[config.mk]
export PLATFORM = sky130hd
export DESIGN_NAME = websocket_frame_deframer
export DESIGN_NICKNAME = d
export VERILOG_FILES = /design/src/rtl/core/wsd_pkg.sv /design/src/rtl/core/wsd_front.sv /design/src/rtl/core/wsd_queue.sv /design/src/rtl/core/wsd_back.sv /design/src/rtl/core/websocket_frame_deframer.sv
export SDC_FILE = /design/constraint.sdc
export NUM_CORES = 1
export LEC_CHECK = 0
export BUFFER_PORTS_ARGS = -buffer_cell sky130_fd_sc_hd__buf_2
export CAP_MARGIN = 20
export CORE_MARGIN = 3
export CORE_UTILIZATION = 45
export CTS_CLUSTER_SIZE = 25
export DETAILED_ROUTE_END_ITERATION = 6
export PLACE_DENSITY_LB_ADDON = 0.3
export RECOVER_POWER = 100
export REMOVE_ABC_BUFFERS = 1
export SYNTH_ARGS = -nofsm -noshare
export SYNTH_HDL_FRONTEND = slang
export SYNTH_SLANG_ARGS = --single-unit
[constraint.sdc]
create_clock -name clk_i -period 6.5 [get_ports clk_i]
set_clock_uncertainty 0.15 [all_clocks]
set_input_delay 1.3 -clock clk_i [delete_from_list [all_inputs] [get_ports clk_i]]
set_output_delay 1.3 -clock clk_i [all_outputs]
set_load 0.05 [all_outputs]
[src/rtl/core/wsd_pkg.sv]
package wsd_pkg;

  // Result kinds as they appear on the kind output.
  localparam logic [1:0] KindData  = 2'd0;
  localparam logic [1:0] KindEmpty = 2'd1;
  localparam logic [1:0] KindError = 2'd2;

  // Protocol error codes, in the order in which they are checked.
  localparam logic [2:0] ErrUnmasked = 3'd0;
  localparam logic [2:0] ErrNotFinal = 3'd1;
  localparam logic [2:0] ErrReserved = 3'd2;
  localparam logic [2:0] ErrLen64    = 3'd3;
  localparam logic [2:0] ErrTooLong  = 3'd4;

  // Header constants.
  localparam logic [6:0]  LenCode16      = 7'd126;
  localparam logic [6:0]  LenCode64      = 7'd127;
  localparam logic [15:0] MaxLengthReset = 16'd2048;

  // Result queue between the parser and the output stage.
  localparam int unsigned QueueDepth = 4;
  localparam int unsigned QueueAw    = $clog2(QueueDepth);

  // One classified result on its way to the output stage. The payload byte
  // still carries its mask; the output stage removes it.
  typedef struct packed {
    logic [1:0]  kind;
    logic [7:0]  raw;
    logic [7:0]  key;
    logic [3:0]  opcode;
    logic        last;
    logic [15:0] length;
    logic [2:0]  err;
  } item_t;

  // Push from the parser into the queue.
  typedef struct packed {
    logic  valid;
    item_t item;
  } push_t;

endpackage

[src/rtl/core/wsd_front.sv]
module wsd_front (
  input  logic           clk_i,
  input  logic           rst_ni,
  input  logic           cfg_we_i,
  input  logic [15:0]    cfg_wdata_i,
  input  logic [7:0]     raw_byte_i,
  input  logic           accept_i,
  output wsd_pkg::push_t push_o
);

  typedef enum logic [2:0] {
    PhHdr0,
    PhHdr1,
    PhExtHi,
    PhExtLo,
    PhMask,
    PhData,
    PhDead
  } phase_e;

  phase_e      phase_q, phase_d;
  logic [3:0]  opcode_q, opcode_d;
  logic [3:0]  flags_q, flags_d;
  logic [15:0] len_q, len_d;
  logic [15:0] remain_q, remain_d;
  logic [31:0] key_q, key_d;
  logic [1:0]  pos_q, pos_d;
  logic [15:0] max_len_q;

  logic [6:0]  len_code;
  logic [15:0] ext_len;
  logic [7:0]  key_byte;

  assign len_code = raw_byte_i[6:0];
  assign ext_len  = {len_q[15:8], raw_byte_i};

  // Mask key byte for the current payload position, first key byte first.
  always_comb begin
    case (pos_q)
      2'd0:    key_byte = key_q[31:24];
      2'd1:    key_byte = key_q[23:16];
      2'd2:    key_byte = key_q[15:8];
      default: key_byte = key_q[7:0];
    endcase
  end

  // Header parsing, error checks and payload classification.
  always_comb begin
    phase_d  = phase_q;
    opcode_d = opcode_q;
    flags_d  = flags_q;
    len_d    = len_q;
    remain_d = remain_q;
    key_d    = key_q;
    pos_d    = pos_q;

    push_o.valid       = 1'b0;
    push_o.item.kind   = wsd_pkg::KindError;
    push_o.item.raw    = raw_byte_i;
    push_o.item.key    = key_byte;
    push_o.item.opcode = opcode_q;
    push_o.item.last   = 1'b0;
    push_o.item.length = '0;
    push_o.item.err    = wsd_pkg::ErrUnmasked;

    if (accept_i) begin
      case (phase_q)
        PhHdr0: begin
          opcode_d = raw_byte_i[3:0];
          flags_d  = raw_byte_i[7:4];
          len_d    = '0;
          phase_d  = PhHdr1;
        end
        PhHdr1: begin
          if (!raw_byte_i[7]) begin
            push_o.valid    = 1'b1;
            push_o.item.err = wsd_pkg::ErrUnmasked;
            phase_d         = PhDead;
          end else if (!flags_q[3]) begin
            push_o.valid    = 1'b1;
            push_o.item.err = wsd_pkg::ErrNotFinal;
            phase_d         = PhDead;
          end else if (flags_q[2:0] != 3'd0) begin
            push_o.valid    = 1'b1;
            push_o.item.err = wsd_pkg::ErrReserved;
            phase_d         = PhDead;
          end else if (len_code == wsd_pkg::LenCode64) begin
            push_o.valid    = 1'b1;
            push_o.item.err = wsd_pkg::ErrLen64;
            phase_d         = PhDead;
          end else if (len_code == wsd_pkg::LenCode16) begin
            phase_d = PhExtHi;
          end else begin
            len_d = {9'd0, len_code};
            if ({9'd0, len_code} > max_len_q) begin
              push_o.valid       = 1'b1;
              push_o.item.err    = wsd_pkg::ErrTooLong;
              push_o.item.length = {9'd0, len_code};
              phase_d            = PhDead;
            end else begin
              pos_d   = '0;
              phase_d = PhMask;
            end
          end
        end
        PhExtHi: begin
          len_d   = {raw_byte_i, 8'd0};
          phase_d = PhExtLo;
        end
        PhExtLo: begin
          len_d = ext_len;
          if (ext_len > max_len_q) begin
            push_o.valid       = 1'b1;
            push_o.item.err    = wsd_pkg::ErrTooLong;
            push_o.item.length = ext_len;
            phase_d            = PhDead;
          end else begin
            pos_d   = '0;
            phase_d = PhMask;
          end
        end
        PhMask: begin
          key_d = {key_q[23:0], raw_byte_i};
          if (pos_q != 2'd3) begin
            pos_d = pos_q + 2'd1;
          end else begin
            pos_d = '0;
            if (len_q == 16'd0) begin
              push_o.valid     = 1'b1;
              push_o.item.kind = wsd_pkg::KindEmpty;
              push_o.item.last = 1'b1;
              phase_d          = PhHdr0;
            end else begin
              remain_d = len_q;
              phase_d  = PhData;
            end
          end
        end
        PhData: begin
          pos_d              = pos_q + 2'd1;
          remain_d           = remain_q - 16'd1;
          push_o.valid       = 1'b1;
          push_o.item.kind   = wsd_pkg::KindData;
          push_o.item.length = len_q;
          push_o.item.last   = (remain_q == 16'd1);
          if (remain_q == 16'd1) begin
            phase_d = PhHdr0;
          end
        end
        default: begin
          // After an error every byte is dropped until reset.
          phase_d = PhDead;
        end
      endcase
    end
  end

  // Parser state and the length limit register.
  always_ff @(posedge clk_i or negedge rst_ni) begin
    if (!rst_ni) begin
      phase_q   <= PhHdr0;
      opcode_q  <= '0;
      flags_q   <= '0;
      len_q     <= '0;
      remain_q  <= '0;
      pos_q     <= '0;
      max_len_q <= wsd_pkg::MaxLengthReset;
    end else begin
      phase_q  <= phase_d;
      opcode_q <= opcode_d;
      flags_q  <= flags_d;
      len_q    <= len_d;
      remain_q <= remain_d;
      pos_q    <= pos_d;
      if (cfg_we_i) begin
        max_len_q <= cfg_wdata_i;
      end
    end
  end

  // The mask key is always fully loaded before payload bytes use it.
  always_ff @(posedge clk_i) begin
    key_q <= key_d;
  end

endmodule

[src/rtl/core/wsd_queue.sv]
module wsd_queue (
  input  logic           clk_i,
  input  logic           rst_ni,
  input  wsd_pkg::push_t push_i,
  output logic           full_o,
  output logic           avail_o,
  output wsd_pkg::item_t head_o,
  input  logic           pop_i
);

  localparam logic [wsd_pkg::QueueAw:0] DepthCount = (wsd_pkg::QueueAw + 1)'(wsd_pkg::QueueDepth);

  wsd_pkg::item_t              mem_q [wsd_pkg::QueueDepth];
  logic [wsd_pkg::QueueAw-1:0] wr_ptr_q, rd_ptr_q;
  logic [wsd_pkg::QueueAw:0]   count_q;
  logic                        do_push, do_pop;

  assign full_o  = (count_q == DepthCount);
  assign avail_o = (count_q != '0);
  assign head_o  = mem_q[rd_ptr_q];
  assign do_push = push_i.valid && !full_o;
  assign do_pop  = pop_i && avail_o;

  // Pointers and fill count.
  always_ff @(posedge clk_i or negedge rst_ni) begin
    if (!rst_ni) begin
      wr_ptr_q <= '0;
      rd_ptr_q <= '0;
      count_q  <= '0;
    end else begin
      if (do_push) begin
        wr_ptr_q <= wr_ptr_q + 1'b1;
      end
      if (do_pop) begin
        rd_ptr_q <= rd_ptr_q + 1'b1;
      end
      if (do_push && !do_pop) begin
        count_q <= count_q + 1'b1;
      end else if (do_pop && !do_push) begin
        count_q <= count_q - 1'b1;
      end
    end
  end

  // Entry storage.
  always_ff @(posedge clk_i) begin
    if (do_push) begin
      mem_q[wr_ptr_q] <= push_i.item;
    end
  end

endmodule

[src/rtl/core/wsd_back.sv]
module wsd_back (
  input  logic           clk_i,
  input  logic           rst_ni,
  input  logic           avail_i,
  input  wsd_pkg::item_t head_i,
  output logic           pop_o,
  output logic           out_valid_o,
  input  logic           out_ready_i,
  output logic [1:0]     kind_o,
  output logic [7:0]     data_out_o,
  output logic [3:0]     frame_opcode_o,
  output logic           last_byte_o,
  output logic [15:0]    frame_length_o,
  output logic [2:0]     error_code_o
);

  logic        valid_q;
  logic [1:0]  kind_q;
  logic [7:0]  data_q;
  logic [3:0]  opcode_q;
  logic        last_q;
  logic [15:0] length_q;
  logic [2:0]  err_q;
  logic [7:0]  data_d;

  // Take the queue head whenever the output register is empty or draining.
  assign pop_o = avail_i && (!valid_q || out_ready_i);

  // Remove the mask from payload bytes; other kinds carry zero data.
  assign data_d = (head_i.kind == wsd_pkg::KindData) ? (head_i.raw ^ head_i.key) : 8'd0;

  always_ff @(posedge clk_i or negedge rst_ni) begin
    if (!rst_ni) begin
      valid_q <= 1'b0;
    end else if (pop_o) begin
      valid_q <= 1'b1;
    end else if (out_ready_i) begin
      valid_q <= 1'b0;
    end
  end

  // Output payload register.
  always_ff @(posedge clk_i) begin
    if (pop_o) begin
      kind_q   <= head_i.kind;
      data_q   <= data_d;
      opcode_q <= head_i.opcode;
      last_q   <= head_i.last;
      length_q <= head_i.length;
      err_q    <= head_i.err;
    end
  end

  assign out_valid_o    = valid_q;
  assign kind_o         = kind_q;
  assign data_out_o     = data_q;
  assign frame_opcode_o = opcode_q;
  assign last_byte_o    = last_q;
  assign frame_length_o = length_q;
  assign error_code_o   = err_q;

endmodule

[src/rtl/core/websocket_frame_deframer.sv]
// WebSocket client-to-server deframer: takes one received byte per transaction, parses the
// header, extended length and mask key, and emits each payload byte unmasked with its opcode,
// frame length and a last-byte mark; a zero-length frame gives one empty-frame result and a
// protocol error is reported once, after which all bytes are dropped until reset. One byte is
// accepted every cycle as long as the four-entry result queue is not full; each result is
// registered in the result queue and then in the output register. The length limit may be
// written through cfg_we_i only while no transaction is in flight.
module websocket_frame_deframer (
  input  logic        clk_i,
  input  logic        rst_ni,
  input  logic        cfg_we_i,
  input  logic [15:0] cfg_wdata_i,
  input  logic        in_valid_i,
  output logic        in_ready_o,
  input  logic [7:0]  raw_byte_i,
  output logic        out_valid_o,
  input  logic        out_ready_i,
  output logic [1:0]  kind_o,
  output logic [7:0]  data_out_o,
  output logic [3:0]  frame_opcode_o,
  output logic        last_byte_o,
  output logic [15:0] frame_length_o,
  output logic [2:0]  error_code_o
);

  wsd_pkg::push_t push;
  wsd_pkg::item_t head;
  logic           full, avail, pop, accept;

  assign in_ready_o = !full;
  assign accept     = in_valid_i && !full;

  // Parser: header fields, mask key and classification of each byte.
  wsd_front u_front (
    .clk_i       (clk_i),
    .rst_ni      (rst_ni),
    .cfg_we_i    (cfg_we_i),
    .cfg_wdata_i (cfg_wdata_i),
    .raw_byte_i  (raw_byte_i),
    .accept_i    (accept),
    .push_o      (push)
  );

  // Result queue.
  wsd_queue u_queue (
    .clk_i   (clk_i),
    .rst_ni  (rst_ni),
    .push_i  (push),
    .full_o  (full),
    .avail_o (avail),
    .head_o  (head),
    .pop_i   (pop)
  );

  // Unmasking and output register.
  wsd_back u_back (
    .clk_i          (clk_i),
    .rst_ni         (rst_ni),
    .avail_i        (avail),
    .head_i         (head),
    .pop_o          (pop),
    .out_valid_o    (out_valid_o),
    .out_ready_i    (out_ready_i),
    .kind_o         (kind_o),
    .data_out_o     (data_out_o),
    .frame_opcode_o (frame_opcode_o),
    .last_byte_o    (last_byte_o),
    .frame_length_o (frame_length_o),
    .error_code_o   (error_code_o)
  );

endmodule

==> results_dict.tcl <==
set metrics [dict create \
    status "complete, but fails checks" \
    violated_checks "capacitance limit, slew limit" \
    post_route_clock_period_utilization_pct 77.2 \
    antennaDiodeCount 0 \
    clock_insertion_delay_worst_skew_ns 0.54 \
    clock-root-buffer "sky130_fd_sc_hd__clkbuf_16" \
    core_area_um2 27100 \
    globalplace.congestion 0.857 \
    report.final.hold_viol_count 0 \
    crit_fanout 25 \
    timing.max_slew.rel_slack_pct -51.6 \
    ys_async_sr_fraction_pct 22.8 \
    timing.setup.tns_ns 0 \
    ys_types 58 \
    end_kind "register" \
    holdCritPathClass "register to register" \
    postSynthRegisterBits 303 \
    drt-pass1-iter-count 5 \
    setup.worst_path.start_class "primary input" \
    dr.max_layer_used "met4" \
    post_cts.repair.setup_buffers 0 \
    r2r-end "u_queue.mem_q[3][6]" \
    clkSlewWorstSetupHoldPaths_ns 0.06 \
    die_height_um 173 \
    netlist_instances 840 \
    drc_errors 0 \
    holdBufCountCts 0 \
    avgViaCountPerCell 5.40 \
    antenna_violations_before_repair 0 \
    final_layout_size_suffix_gt1_share_pct 13.9 \
    rrSetupSlack_ns 2.05 \
    post-place-cells 1249 \
    drv.max_cap_violation_count 3 \
    finalSetupViolCount 0 \
    maxClockFrequency_ghz 0.199 \
    die_area_um2 29800 \
    timing.critical_path.cells "clkbuf_1 -> inv_1 -> ha_1 -> nor2b_1 -> o2111ai_1 -> o211a_1 -> nor3_1 -> a21oi_1 -> a21oi_1 -> and2_0 -> buf_12" \
    global_route_total_overflow 0 \
    met3_length_mm 1.20 \
    synth-seq-area-share_pct 70.1 \
    met2WireLength_mm 11.4 \
    layout_min_cycle_time_ns 5.02 \
    worstRegToRegCells 8 \
    clock_tree.buffer_depth 3 \
    drt-wirelength-per-cell_um 19.0 \
    peakVddDrop_uv 222 \
    floorplan.initialDensity_pct 46.1 \
    critical_path_arrival_ns 5.10 \
    post_synth_main_area_contributors "sky130_fd_sc_hd__edfxtp_1 56%, sky130_fd_sc_hd__dfrtp_1 14%, sky130_fd_sc_hd__mux4_2 6.1%, sky130_fd_sc_hd__o21ai_0 2.9%, sky130_fd_sc_hd__ha_1 2.7%" \
    largest_net_degree_at_the_start_of_global_routing 68 \
    layout_overhead_on_the_synthesized_area_pct 14.2 \
    synthDominantCellAreaShare_pct 56.2 \
    cp.required_ns 6.58 \
    total_length_of_routed_wires_mm 24.9 \
    synth_largest_area_cell "sky130_fd_sc_hd__edfxtp_1" \
    ys.flop_type "sky130_fd_sc_hd__edfxtp_1" \
    post_cts_resize_count 0 \
    worstReg2RegStart "u_front.phase_q[0]" \
    yosysWarnings 0 \
    ioPinCount 65 \
    layout.cells.non_filler 1308 \
    syn-mean-instance-area_um2 14.9 \
    global_route.usage.total_pct 16.6 \
    via_count_of_the_first_global_routing_pass 7078 \
    critPathMaxStageDelay_ns 1.11 \
    synth_enable_flop_cells 234 \
    vias 7068 \
    detailed_place_hpwl_mm 15.7 \
    static-leakage-power_nw 5.07 \
    final_nets 969 \
    cpMostUsedCell "sky130_fd_sc_hd__a21oi_1" \
    std_cell_rows 60 \
    cts_inserted_buffers 31 \
    die_x_um 173 \
    clkSinkCount 303 \
    quantity_of_i_o_buffers_inserted_on_ports 64 \
    synth_area_um2 12500 \
    power_density_nw_per_um2 472 \
    count_of_filler_cells_inserted_in_the_layout 2238 \
    grt_pass1_wl_mm 39.8 \
    dr.first_iter.drc_count 673 \
    cts_max_level 1 \
    worstSetupStartpoint "raw_byte_i[0]" \
    met1_length_mm 11.8 \
    critical_path_slowest_stage_cell "sky130_fd_sc_hd__and2_0" \
    rsz0062_at_grt "no" \
    ant_nets 0 \
    worst-setup-path-type "primary input to register" \
    worstMarginPinSlew_ns 2.27 \
    maxSlewViolCount 98 \
    tritoncts "yes" \
    critPathCapture "u_queue.mem_q[3][6]" \
]
[where the power goes]
group	switching [mW]	internal (mW)
sequential	0.339	2.61
clock	0.717	1.21
combinational	1.22	0.626
total	2.28	4.45
[stage by stage]
step | hold slack (ns) | utilization [%] | worst slack [ns] | instance area [um^2] | power, mW
CTS | 0.298 | 52.9 | 2.18 | 14300 | 6.82
floorplan | 0.275 | - | 1.93 | 12300 | 4.30
global placement | 0.283 | 48.7 | 1.77 | 13200 | 4.84
detailed placement | 0.283 | 48.8 | 1.62 | 13200 | 4.88
finish | 0.298 | 52.6 | 1.48 | 14300 | 6.73
global route | 0.306 | 52.6 | 1.11 | 14300 | 7.08
[layout by cell type, fill, tap and decap left out, types with 3 or more instances in the layout]
master | Yosys | layout
sky130_fd_sc_hd__mux4_2 | 34 | 34
sky130_fd_sc_hd__edfxtp_1 | 234 | 234
sky130_fd_sc_hd__and3_1 | 4 | 4
sky130_fd_sc_hd__buf_4 | 0 | 4
sky130_fd_sc_hd__nand2_1 | 60 | 61
sky130_fd_sc_hd__ha_1 | 27 | 27
sky130_fd_sc_hd__bufinv_16 | 0 | 8
sky130_fd_sc_hd__a22oi_1 | 12 | 12
sky130_fd_sc_hd__or3_1 | 3 | 4
sky130_fd_sc_hd__nand3_1 | 21 | 21
sky130_fd_sc_hd__dfrtp_1 | 68 | 68
sky130_fd_sc_hd__nand2b_1 | 3 | 3
sky130_fd_sc_hd__and2_2 | 1 | 3
sky130_fd_sc_hd__nor3_1 | 16 | 17
sky130_fd_sc_hd__mux2_2 | 10 | 10
sky130_fd_sc_hd__and2_0 | 0 | 10
sky130_fd_sc_hd__clkbuf_16 | 0 | 31
sky130_fd_sc_hd__clkinv_2 | 0 | 8
sky130_fd_sc_hd__xor2_1 | 3 | 3
sky130_fd_sc_hd__a21oi_1 | 41 | 41
sky130_fd_sc_hd__inv_1 | 28 | 28
sky130_fd_sc_hd__a222oi_1 | 8 | 8
sky130_fd_sc_hd__nor4_1 | 8 | 9
sky130_fd_sc_hd__nor2_1 | 59 | 58
sky130_fd_sc_hd__clkbuf_1 | 25 | 53
sky130_fd_sc_hd__xnor2_1 | 35 | 35
sky130_fd_sc_hd__nand4_1 | 7 | 7
sky130_fd_sc_hd__o21ai_0 | 73 | 73
sky130_fd_sc_hd__buf_2 | 4 | 18
[layer usage]
layer / vias up / GRT usage (%)
met5: - / 0
met3: 38 / 2.70
li1: 3322 / -
met2: 187 / 26.2
met1: 3521 / 24.3
met4: 0 / 4.19
[critical path: cells and delay by family]
kind                       cells  cell delay, ns
and+or+nand+nor                3            1.69
adders and majority gates      1            0.26
AOI/OAI and AO/OA              4            0.91
buffers and inverters          3            0.92
[sequential cells by signal, indices dropped and copies added (netlist names), 2 cells and up]
signal	cells
u_back.data_out_o	8
u_back.error_code_o	3
u_back.frame_length_o	16
u_back.frame_opcode_o	4
u_back.kind_o	2
u_front.flags_q	4
u_front.key_q	32
u_front.len_q	16
u_front.max_len_q	16
u_front.opcode_q	4
u_front.phase_q	3
u_front.pos_q	2
u_front.remain_q	16
u_queue.count_q	3
u_queue.mem_q	168
u_queue.rd_ptr_q	2
u_queue.wr_ptr_q	2
[worst min-delay path by stage]
stage	slack, ns	cells after the start	from	endpoint
after detailed placement	0.28	0	u_front.key_q[6]	u_front.key_q[14]
after global placement	0.28	0	u_front.key_q[16]	u_front.key_q[24]
after global routing	0.31	0	u_front.key_q[6]	u_front.key_q[14]
after floorplan	0.28	0	u_front.key_q[14]	u_front.key_q[22]
after CTS	0.30	0	u_front.key_q[6]	u_front.key_q[14]
final	0.30	0	u_front.key_q[6]	u_front.key_q[14]
[layout make-up]
type                            instances  area, um^2  share of cell area [%]
Timing Repair Buffer                   74         348                    2.44
Inverter                               29         109                   0.763
Sequential cell                       303        8750                    61.4
Clock inverter                         21         317                    2.22
Multi-Input combinational cell        473        3460                    24.2
Tap cell                              372         465                    3.26
Clock buffer                           36         815                    5.71
[cells in the mapped netlist (2+ instances only)]
library cell,number
sky130_fd_sc_hd__or3_1,3
sky130_fd_sc_hd__dfrtp_1,68
sky130_fd_sc_hd__nor2_1,59
sky130_fd_sc_hd__and2_1,13
sky130_fd_sc_hd__o211ai_1,2
sky130_fd_sc_hd__buf_1,4
sky130_fd_sc_hd__nor4_1,8
sky130_fd_sc_hd__o22ai_1,2
sky130_fd_sc_hd__nand3_1,21
sky130_fd_sc_hd__xor2_1,3
sky130_fd_sc_hd__a211oi_1,2
sky130_fd_sc_hd__mux2_2,10
sky130_fd_sc_hd__mux4_2,34
sky130_fd_sc_hd__a21oi_1,41
sky130_fd_sc_hd__or2_2,2
sky130_fd_sc_hd__buf_2,4
sky130_fd_sc_hd__edfxtp_1,234
sky130_fd_sc_hd__nand2b_1,3
sky130_fd_sc_hd__clkbuf_1,25
sky130_fd_sc_hd__o31ai_1,2
sky130_fd_sc_hd__nand4_1,7
sky130_fd_sc_hd__a22oi_1,12
sky130_fd_sc_hd__a222oi_1,8
sky130_fd_sc_hd__ha_1,27
sky130_fd_sc_hd__xnor2_1,35
sky130_fd_sc_hd__o21ai_0,73
sky130_fd_sc_hd__nor3_1,16
sky130_fd_sc_hd__and3_1,4
sky130_fd_sc_hd__a21o_1,2
sky130_fd_sc_hd__mux2i_1,2
sky130_fd_sc_hd__nand2_1,60
sky130_fd_sc_hd__inv_1,28
[cell families (layout without fill, tap and decap cells)]
group	after synthesis	after routing	synth area share (%)
flops	303	303	70.1
buf+inv	64	160	2.05
xor+xnor	38	38	2.66
simple gates	210	210	8.13
fa+ha+maj	28	28	2.86
mux	46	46	7.19
compound gates	151	151	7.04
No activity file was read; power rests on OpenSTA's default activity.
